File: src/rtl/kps_pkg.sv
package kps_pkg;

	localparam int unsigned MAP_W   = 16;
	localparam int unsigned COUNT_W = 16;
	localparam int unsigned CMD_W   = 2;

	localparam logic [COUNT_W-1:0] COUNT_MAX        = '1;
	localparam logic [COUNT_W-1:0] LONG_PRESS_RESET = COUNT_W'(30);

	typedef enum logic [CMD_W-1:0] {
		CMD_TICK      = 2'd0,
		CMD_READ_KEY  = 2'd1,
		CMD_READ_LONG = 2'd2
	} cmd_t;

	// one accepted beat, columns already packed into the key map
	typedef struct packed {
		logic [CMD_W-1:0] cmd;
		logic [MAP_W-1:0] key_map;
	} scan_item_t;

	typedef struct packed {
		logic [MAP_W-1:0] key_bits;
		logic             multi_key;
		logic             long_press;
		logic             keys_held;
	} result_t;

endpackage

File: src/rtl/kps_in_if.sv
interface kps_in_if;
	logic       valid;
	logic       ready;
	logic [1:0] cmd;
	logic [3:0] row1_cols;
	logic [3:0] row2_cols;
	logic [3:0] row3_cols;
	logic [3:0] row4_cols;

	modport source (output valid, cmd, row1_cols, row2_cols, row3_cols, row4_cols,
		input ready);
	modport sink (input valid, cmd, row1_cols, row2_cols, row3_cols, row4_cols,
		output ready);
endinterface

File: src/rtl/kps_out_if.sv
interface kps_out_if;
	logic        valid;
	logic        ready;
	logic [15:0] key_bits;
	logic        multi_key;
	logic        long_press;
	logic        keys_held;

	modport source (output valid, key_bits, multi_key, long_press, keys_held,
		input ready);
	modport sink (input valid, key_bits, multi_key, long_press, keys_held,
		output ready);
endinterface

File: src/rtl/matrix_keypad_scanner_core.sv
// 4x4 keypad release detector.
// scan_in carries one command per beat: a scan tick with four row column
// samples, a read-and-clear of the released key, or a read-and-clear of the
// long-press flag. Every input beat yields exactly one result beat on
// result_out, in order.
// Timing: the input beat is registered in the input register, then its result
// in the result register, which drives result_out.valid. Throughput: one beat
// per cycle while result_out is not stalled; the key state is
// updated in the single logic stage between the two registers.
// cfg_wr_en/cfg_wr_data set the long-press threshold; write only while idle.
// Reset clears the key map, held state, hold counter, released key and
// long-press flag, and loads a threshold of 30 ticks.
// When the receiver stalls, the result register holds its beat, the input
// register holds one more, and scan_in.ready drops until result_out drains.
module matrix_keypad_scanner_core (
	input  logic        clk,
	input  logic        arst_n,
	input  logic        cfg_wr_en,
	input  logic [15:0] cfg_wr_data,
	kps_in_if.sink      scan_in,
	kps_out_if.source   result_out
);

	logic [kps_pkg::COUNT_W-1:0] long_press_ticks_q;
	kps_pkg::scan_item_t         item_s1;
	logic                        valid_s1;
	kps_pkg::result_t            res_comb;
	kps_pkg::result_t            res_q;
	logic                        out_valid_q;
	logic                        advance;

	assign advance       = valid_s1 && (!out_valid_q || result_out.ready);
	assign scan_in.ready = !valid_s1 || advance;

	always_ff @(posedge clk or negedge arst_n) begin
		if (!arst_n) long_press_ticks_q <= kps_pkg::LONG_PRESS_RESET;
		else if (cfg_wr_en) long_press_ticks_q <= cfg_wr_data;
	end

	always_ff @(posedge clk or negedge arst_n) begin
		if (!arst_n) begin
			valid_s1 <= 1'b0;
		end else if (scan_in.ready) begin
			valid_s1 <= scan_in.valid;
		end
	end

	always_ff @(posedge clk) begin
		if (scan_in.valid && scan_in.ready) begin
			item_s1.cmd     <= scan_in.cmd;
			item_s1.key_map <= {scan_in.row4_cols, scan_in.row3_cols,
				scan_in.row2_cols, scan_in.row1_cols};
		end
	end

	kps_state u_state (
		.clk              (clk),
		.arst_n           (arst_n),
		.commit           (advance),
		.item             (item_s1),
		.long_press_ticks (long_press_ticks_q),
		.result           (res_comb)
	);

	always_ff @(posedge clk or negedge arst_n) begin
		if (!arst_n) begin
			out_valid_q <= 1'b0;
		end else if (!out_valid_q || result_out.ready) begin
			out_valid_q <= valid_s1;
		end
	end

	always_ff @(posedge clk) begin
		if (advance) res_q <= res_comb;
	end

	assign result_out.valid      = out_valid_q;
	assign result_out.key_bits   = res_q.key_bits;
	assign result_out.multi_key  = res_q.multi_key;
	assign result_out.long_press = res_q.long_press;
	assign result_out.keys_held  = res_q.keys_held;

endmodule

File: src/rtl/kps_state.sv
module kps_state (
	input  logic                                 clk,
	input  logic                                 arst_n,
	input  logic                                 commit,
	input  kps_pkg::scan_item_t                  item,
	input  logic [kps_pkg::COUNT_W-1:0]          long_press_ticks,
	output kps_pkg::result_t                     result
);

	logic [kps_pkg::MAP_W-1:0]   key_map_q,      key_map_d;
	logic                        held_q,         held_d;
	logic [kps_pkg::COUNT_W-1:0] hold_count_q,   hold_count_d;
	logic [kps_pkg::MAP_W-1:0]   released_key_q, released_key_d;
	logic                        long_flag_q,    long_flag_d;
	logic                        rel_single;
	logic [kps_pkg::COUNT_W-1:0] count_inc;

	// exactly one bit set: nonzero and clearing the lowest set bit leaves zero
	assign rel_single = (released_key_q != '0) &&
		((released_key_q & (released_key_q - kps_pkg::MAP_W'(1))) == '0);

	assign count_inc = (held_q && hold_count_q != kps_pkg::COUNT_MAX) ?
		hold_count_q + kps_pkg::COUNT_W'(1) : hold_count_q;

	always_comb begin
		key_map_d         = key_map_q;
		held_d            = held_q;
		hold_count_d      = hold_count_q;
		released_key_d    = released_key_q;
		long_flag_d       = long_flag_q;
		result.key_bits   = '0;
		result.multi_key  = 1'b0;
		result.long_press = 1'b0;
		case (item.cmd)
			kps_pkg::CMD_TICK: begin
				key_map_d    = item.key_map;
				hold_count_d = count_inc;
				if (item.key_map != key_map_q) begin
					if (item.key_map == '0) begin
						held_d         = 1'b0;
						released_key_d = key_map_q;
						if (count_inc > long_press_ticks) long_flag_d = 1'b1;
						hold_count_d   = '0;
					end else begin
						held_d = 1'b1;
					end
				end
			end
			kps_pkg::CMD_READ_KEY: begin
				released_key_d = '0;
				if (rel_single) result.key_bits = released_key_q;
				else if (released_key_q != '0) result.multi_key = 1'b1;
			end
			kps_pkg::CMD_READ_LONG: begin
				result.long_press = long_flag_q;
				long_flag_d       = 1'b0;
			end
			default: ;
		endcase
		result.keys_held = held_d;
	end

	always_ff @(posedge clk or negedge arst_n) begin
		if (!arst_n) begin
			key_map_q      <= '0;
			held_q         <= 1'b0;
			hold_count_q   <= '0;
			released_key_q <= '0;
			long_flag_q    <= 1'b0;
		end else if (commit) begin
			key_map_q      <= key_map_d;
			held_q         <= held_d;
			hold_count_q   <= hold_count_d;
			released_key_q <= released_key_d;
			long_flag_q    <= long_flag_d;
		end
	end

endmodule

File: src/flat_wrapper.sv
// flat-port wrapper written by rule: the top's interface ports become plain ports
module matrix_keypad_scanner_core_flat 
  (clk, arst_n, cfg_wr_en, cfg_wr_data, scan_in_valid, scan_in_cmd, scan_in_row1_cols, scan_in_row2_cols, scan_in_row3_cols, scan_in_row4_cols, scan_in_ready, result_out_valid, result_out_key_bits, result_out_multi_key, result_out_long_press, result_out_keys_held, result_out_ready);
  kps_in_if scan_in_i ();
  kps_out_if result_out_i ();
  input  logic clk;
  input  logic arst_n;
  input  logic cfg_wr_en;
  input  logic [15:0] cfg_wr_data;
  input wire logic [$bits(scan_in_i.valid)-1:0] scan_in_valid;
  input wire logic [$bits(scan_in_i.cmd)-1:0] scan_in_cmd;
  input wire logic [$bits(scan_in_i.row1_cols)-1:0] scan_in_row1_cols;
  input wire logic [$bits(scan_in_i.row2_cols)-1:0] scan_in_row2_cols;
  input wire logic [$bits(scan_in_i.row3_cols)-1:0] scan_in_row3_cols;
  input wire logic [$bits(scan_in_i.row4_cols)-1:0] scan_in_row4_cols;
  output wire logic [$bits(scan_in_i.ready)-1:0] scan_in_ready;
  output wire logic [$bits(result_out_i.valid)-1:0] result_out_valid;
  output wire logic [$bits(result_out_i.key_bits)-1:0] result_out_key_bits;
  output wire logic [$bits(result_out_i.multi_key)-1:0] result_out_multi_key;
  output wire logic [$bits(result_out_i.long_press)-1:0] result_out_long_press;
  output wire logic [$bits(result_out_i.keys_held)-1:0] result_out_keys_held;
  input wire logic [$bits(result_out_i.ready)-1:0] result_out_ready;
  assign scan_in_i.valid = scan_in_valid;
  assign scan_in_i.cmd = scan_in_cmd;
  assign scan_in_i.row1_cols = scan_in_row1_cols;
  assign scan_in_i.row2_cols = scan_in_row2_cols;
  assign scan_in_i.row3_cols = scan_in_row3_cols;
  assign scan_in_i.row4_cols = scan_in_row4_cols;
  assign scan_in_ready = scan_in_i.ready;
  assign result_out_valid = result_out_i.valid;
  assign result_out_key_bits = result_out_i.key_bits;
  assign result_out_multi_key = result_out_i.multi_key;
  assign result_out_long_press = result_out_i.long_press;
  assign result_out_keys_held = result_out_i.keys_held;
  assign result_out_i.ready = result_out_ready;
  matrix_keypad_scanner_core u_core (.clk(clk), .arst_n(arst_n), .cfg_wr_en(cfg_wr_en), .cfg_wr_data(cfg_wr_data), .scan_in(scan_in_i), .result_out(result_out_i));
endmodule
File: config.mk
export PLATFORM = sky130hd
export DESIGN_NAME = matrix_keypad_scanner_core_flat
export DESIGN_NICKNAME = d
export VERILOG_FILES = /design/src/rtl/kps_pkg.sv /design/src/rtl/kps_in_if.sv /design/src/rtl/kps_out_if.sv /design/src/rtl/matrix_keypad_scanner_core.sv /design/src/rtl/kps_state.sv /design/src/flat_wrapper.sv
export SDC_FILE = /design/constraint.sdc
export NUM_CORES = 1
export LEC_CHECK = 0
export BUFFER_PORTS_ARGS = -buffer_cell sky130_fd_sc_hd__buf_2
export CORE_MARGIN = 5
export CORE_UTILIZATION = 52
export CTS_BUF_LIST = sky130_fd_sc_hd__clkbuf_8
export DETAILED_ROUTE_END_ITERATION = 8
export PLACE_DENSITY_LB_ADDON = 0.3
export SLEW_MARGIN = 0
export SYNTH_ARGS = -nofsm -noshare
export SYNTH_HDL_FRONTEND = slang
export SYNTH_SLANG_ARGS = --single-unit
export TNS_END_PERCENT = 5
File: constraint.sdc
create_clock -name clk -period 9.55 [get_ports clk]
set_clock_uncertainty 0.05 [all_clocks]
set_input_delay 0.955 -clock clk [delete_from_list [all_inputs] [get_ports clk]]
set_output_delay 0.955 -clock clk [all_outputs]
set_load 0.02 [all_outputs]
==> impl_results.md <==
- Yosys reg bits: 105
- Vias per cell: 5.44
- Cts repair resizes: 0
- Placer Congestion: 0.866
- Most used cell, CP: ha_1
- Slew headroom: 0.301
- Clock sinks: 105
- Post-synthesis cell count: 480
- Setup Buffers After CTS: 0
- Yosys cell types: 51
- Crit path max-delay cell type: o41ai_1
- Post-DP HPWL: 7.28 mm
- Pre-antenna DRT Iters: 4
- Hold buffers post-CTS: 0
- Power density cells: 174 nW/µm²
- Ys Warns: 0
- Status: finished clean
- Ant diodes: 0
- Initial antenna violation count: 0
- Post-Syn Area: 5090 µm²
- Final hold violation count: 0
- Synth top area share: 0.314
- Seq/Total Area, Yosys: 0.553
- Multiplexer area fraction after synthesis: 0.00663
- Startpoint Class: flip-flop
- Type of destination of the critical path: flip-flop
- HP Class: flip-flop to flip-flop
- Worst reg2reg startpoint: u_core.u_state.hold_count_q[0]
- Hold Startpoint: u_core.u_state.long_flag_q
- DRT iter0 DRCs: 269
- Clk root buf: clkbuf_8
- Fin crit period: 3510 ps
- Nets: 590
- Initial Utilization: 0.526
- Port Buffers: 59
- Synth Area in Adders: 0.0459
- Number of synthesized flops with an enable pin: 37
- Bufs on Longest Clock Path: 2
- Leak: 2.66 nW
- Largest area contributor in the netlist: dfrtp_1
- RSZ-0062 raised after global routing: no
- H-Tree Depth: 3
- Crit path from: u_core.u_state.hold_count_q[0]
- Crit path required time: 9770 ps
- Synth top area cells: dfrtp_1 31%, edfxtp_1 22%, nand2_1 5.9%, xor2_1 4.5%, ha_1 4.2%
- Post-Synth Simple-Gate Area: 0.190
- GRT overflow: 0
- Routed WL per cell: 14.8 µm
- Die extent in y: 109 µm
- Cell Rows: 36
- Synth Net Count: 536
- Async set-reset flop share out of synthesis: 0.648
- DR vias: 3658
- Synth Area in Compound Gates: 0.114
- Die area: 11900 µm²
- Most common cell after layout, fill and taps aside: nand2_1
- Worst R2R Setup Slack: 6040 ps
- Slew Limit Fails: 0
- Max incr delay on CP: 460 ps
- Tot Pwr: 997 µW
- Synthesized area per cell: 10.6 µm²
- Critical path arrival: 3730 ps
- Synth Area in XOR/XNOR: 0.0602
- Max VDD drop: 0.000122 V
- Global-route wire length before repair: 16.9 mm
- Clock transition at path regs: 100 ps
- TritonCTS Buffers: 9
- WP buf/inv: 1
- Share of layout cells above drive strength 1: 0.174
- Filler Cells Inserted: 804
- Setup violations, final: 0
- TNS Setup: 0 ps
- Pin count of the biggest net entering global routing: 69
- DRC: 0
- Core area: 9680 µm²
- Most frequent cells in the layout: 80 x nand2_1, 64 x dfrtp_1, 59 x buf_2
- Routed Antenna Nets: 0
- Die X: 109 µm
- Actual slew at the worst max-slew pin: 1050 ps
- Largest family of logic cells by synthesized area: simple AND/OR/NAND/NOR gates
- Global Route Usage Sum: 0.182
- Final Cycle Share: 0.367
- Fmax: 0.285 GHz
- Ys flop type: dfrtp_1
- Crit-path max FO: 11
- IO Pins: 60
- Critical path class: flip-flop to flip-flop
- Crit-path cells: ha_1 > nand3_1 > o41ai_1 > buf_4 > nor3_1 > xor2_1 > ha_1 > nand4_1 > or2_2 > a211oi_1 > a2111oi_0 > o21ai_0 > a32o_1
- CTS tree: done
- Area growth from synthesis to layout: 12.5%
- Routed WL: 9.93 mm
- Worst skew pair latency: 380 ps
- Vias in the first global route: 3485
- Max-cap viol count: 0
- Largest delay share family, worst path: compound AO/OA/AOI/OAI gates
kinds of logic (layout without fill, tap and decap cells):
| family | count (synthesis) | in the layout |
|---|---|---|
| simple gates | 197 | 197 |
| flops | 105 | 105 |
| compound gates | 82 | 82 |
| buf+inv | 39 | 98 |
| xor+xnor | 35 | 35 |
| fa+ha+maj | 19 | 19 |
| mux | 3 | 3 |
registers in the layout, indices dropped and copies added, names as in the netlist:
signal and flops:
u_core.u_state.held_q 1, u_core.u_state.released_key_q 16, u_core.u_state.hold_count_q 16, u_core.item_s1 18, u_core.result_out.multi_key 1, u_core.result_out.long_press 1
u_core.result_out.valid 1, u_core.u_state.key_map_q 16, u_core.valid_s1 1, u_core.result_out.key_bits 16, u_core.u_state.long_flag_q 1, u_core.result_out.keys_held 1
u_core.long_press_ticks_q 16
where the power goes:
part           internal (mW)  leakage (nW)  total (mW)  switching, mW
clock network          0.153         0.120       0.314          0.161
registers              0.509          1.23       0.547         0.0381
logic                 0.0579          1.30       0.136         0.0783
total                  0.720          2.66       0.997          0.277
per-layer routing:
metal / wire length (µm) / part of all wire / vias up / track usage
met5: 0 / 0 / - / 0
met4: 108 / 0.011 / 0 / 0.0532
met3: 578 / 0.058 / 9 / 0.0397
met2: 4290 / 0.43 / 102 / 0.268
met1: 4950 / 0.50 / 1715 / 0.270
li1: - / - / 1832 / -
cell usage after synthesis, drive strengths merged, types with 6 or more instances:
library cell and n:
a21oi 12, a22o 18, and3 20, clkbuf 14, dfrtp 64, edfxtp 37
ha 17, inv 21, nand2 80, nand2b 6, nand3 14, nand4 10
nor2 28, nor3 6, nor4 11, o21ai 28, or3 6, xnor2 9
xor2 26
area by class of cell:
type	count	area, µm²	share of cell area
sequential	105	2820	0.492
multi-input combinational	336	2120	0.370
clock inverter	7	113	0.0197
timing repair buffer	61	310	0.0542
inverter	21	78.8	0.0138
tap	133	166	0.0290
clock buffer	9	124	0.0216
through the flow:
stage                     hold slack (ps)  cell area (µm²)  setup WS (ps)  instances   util
final                                 456             5730           6040        672  0.592
after CTS                             459             5730           6100        672  0.592
after detailed placement              435             5490           6060        656  0.567
after global placement                426             5490           6140        656  0.567
after global routing                  493             5730           5820        672  0.592
after floorplan                       409             5090           6420        480      -
final timing paths:
check,to,cells after the start
setup reg to reg,u_core.u_state.long_flag_q,13
min in group asynchronous,u_core.long_press_ticks_q[0],2
hold / removal,u_core.u_state.long_flag_q,1
max in group asynchronous,u_core.u_state.key_map_q[14],2
setup / recovery,u_core.u_state.long_flag_q,13
hold reg to reg,u_core.u_state.long_flag_q,1
No activity file was read; power rests on OpenSTA's default activity.
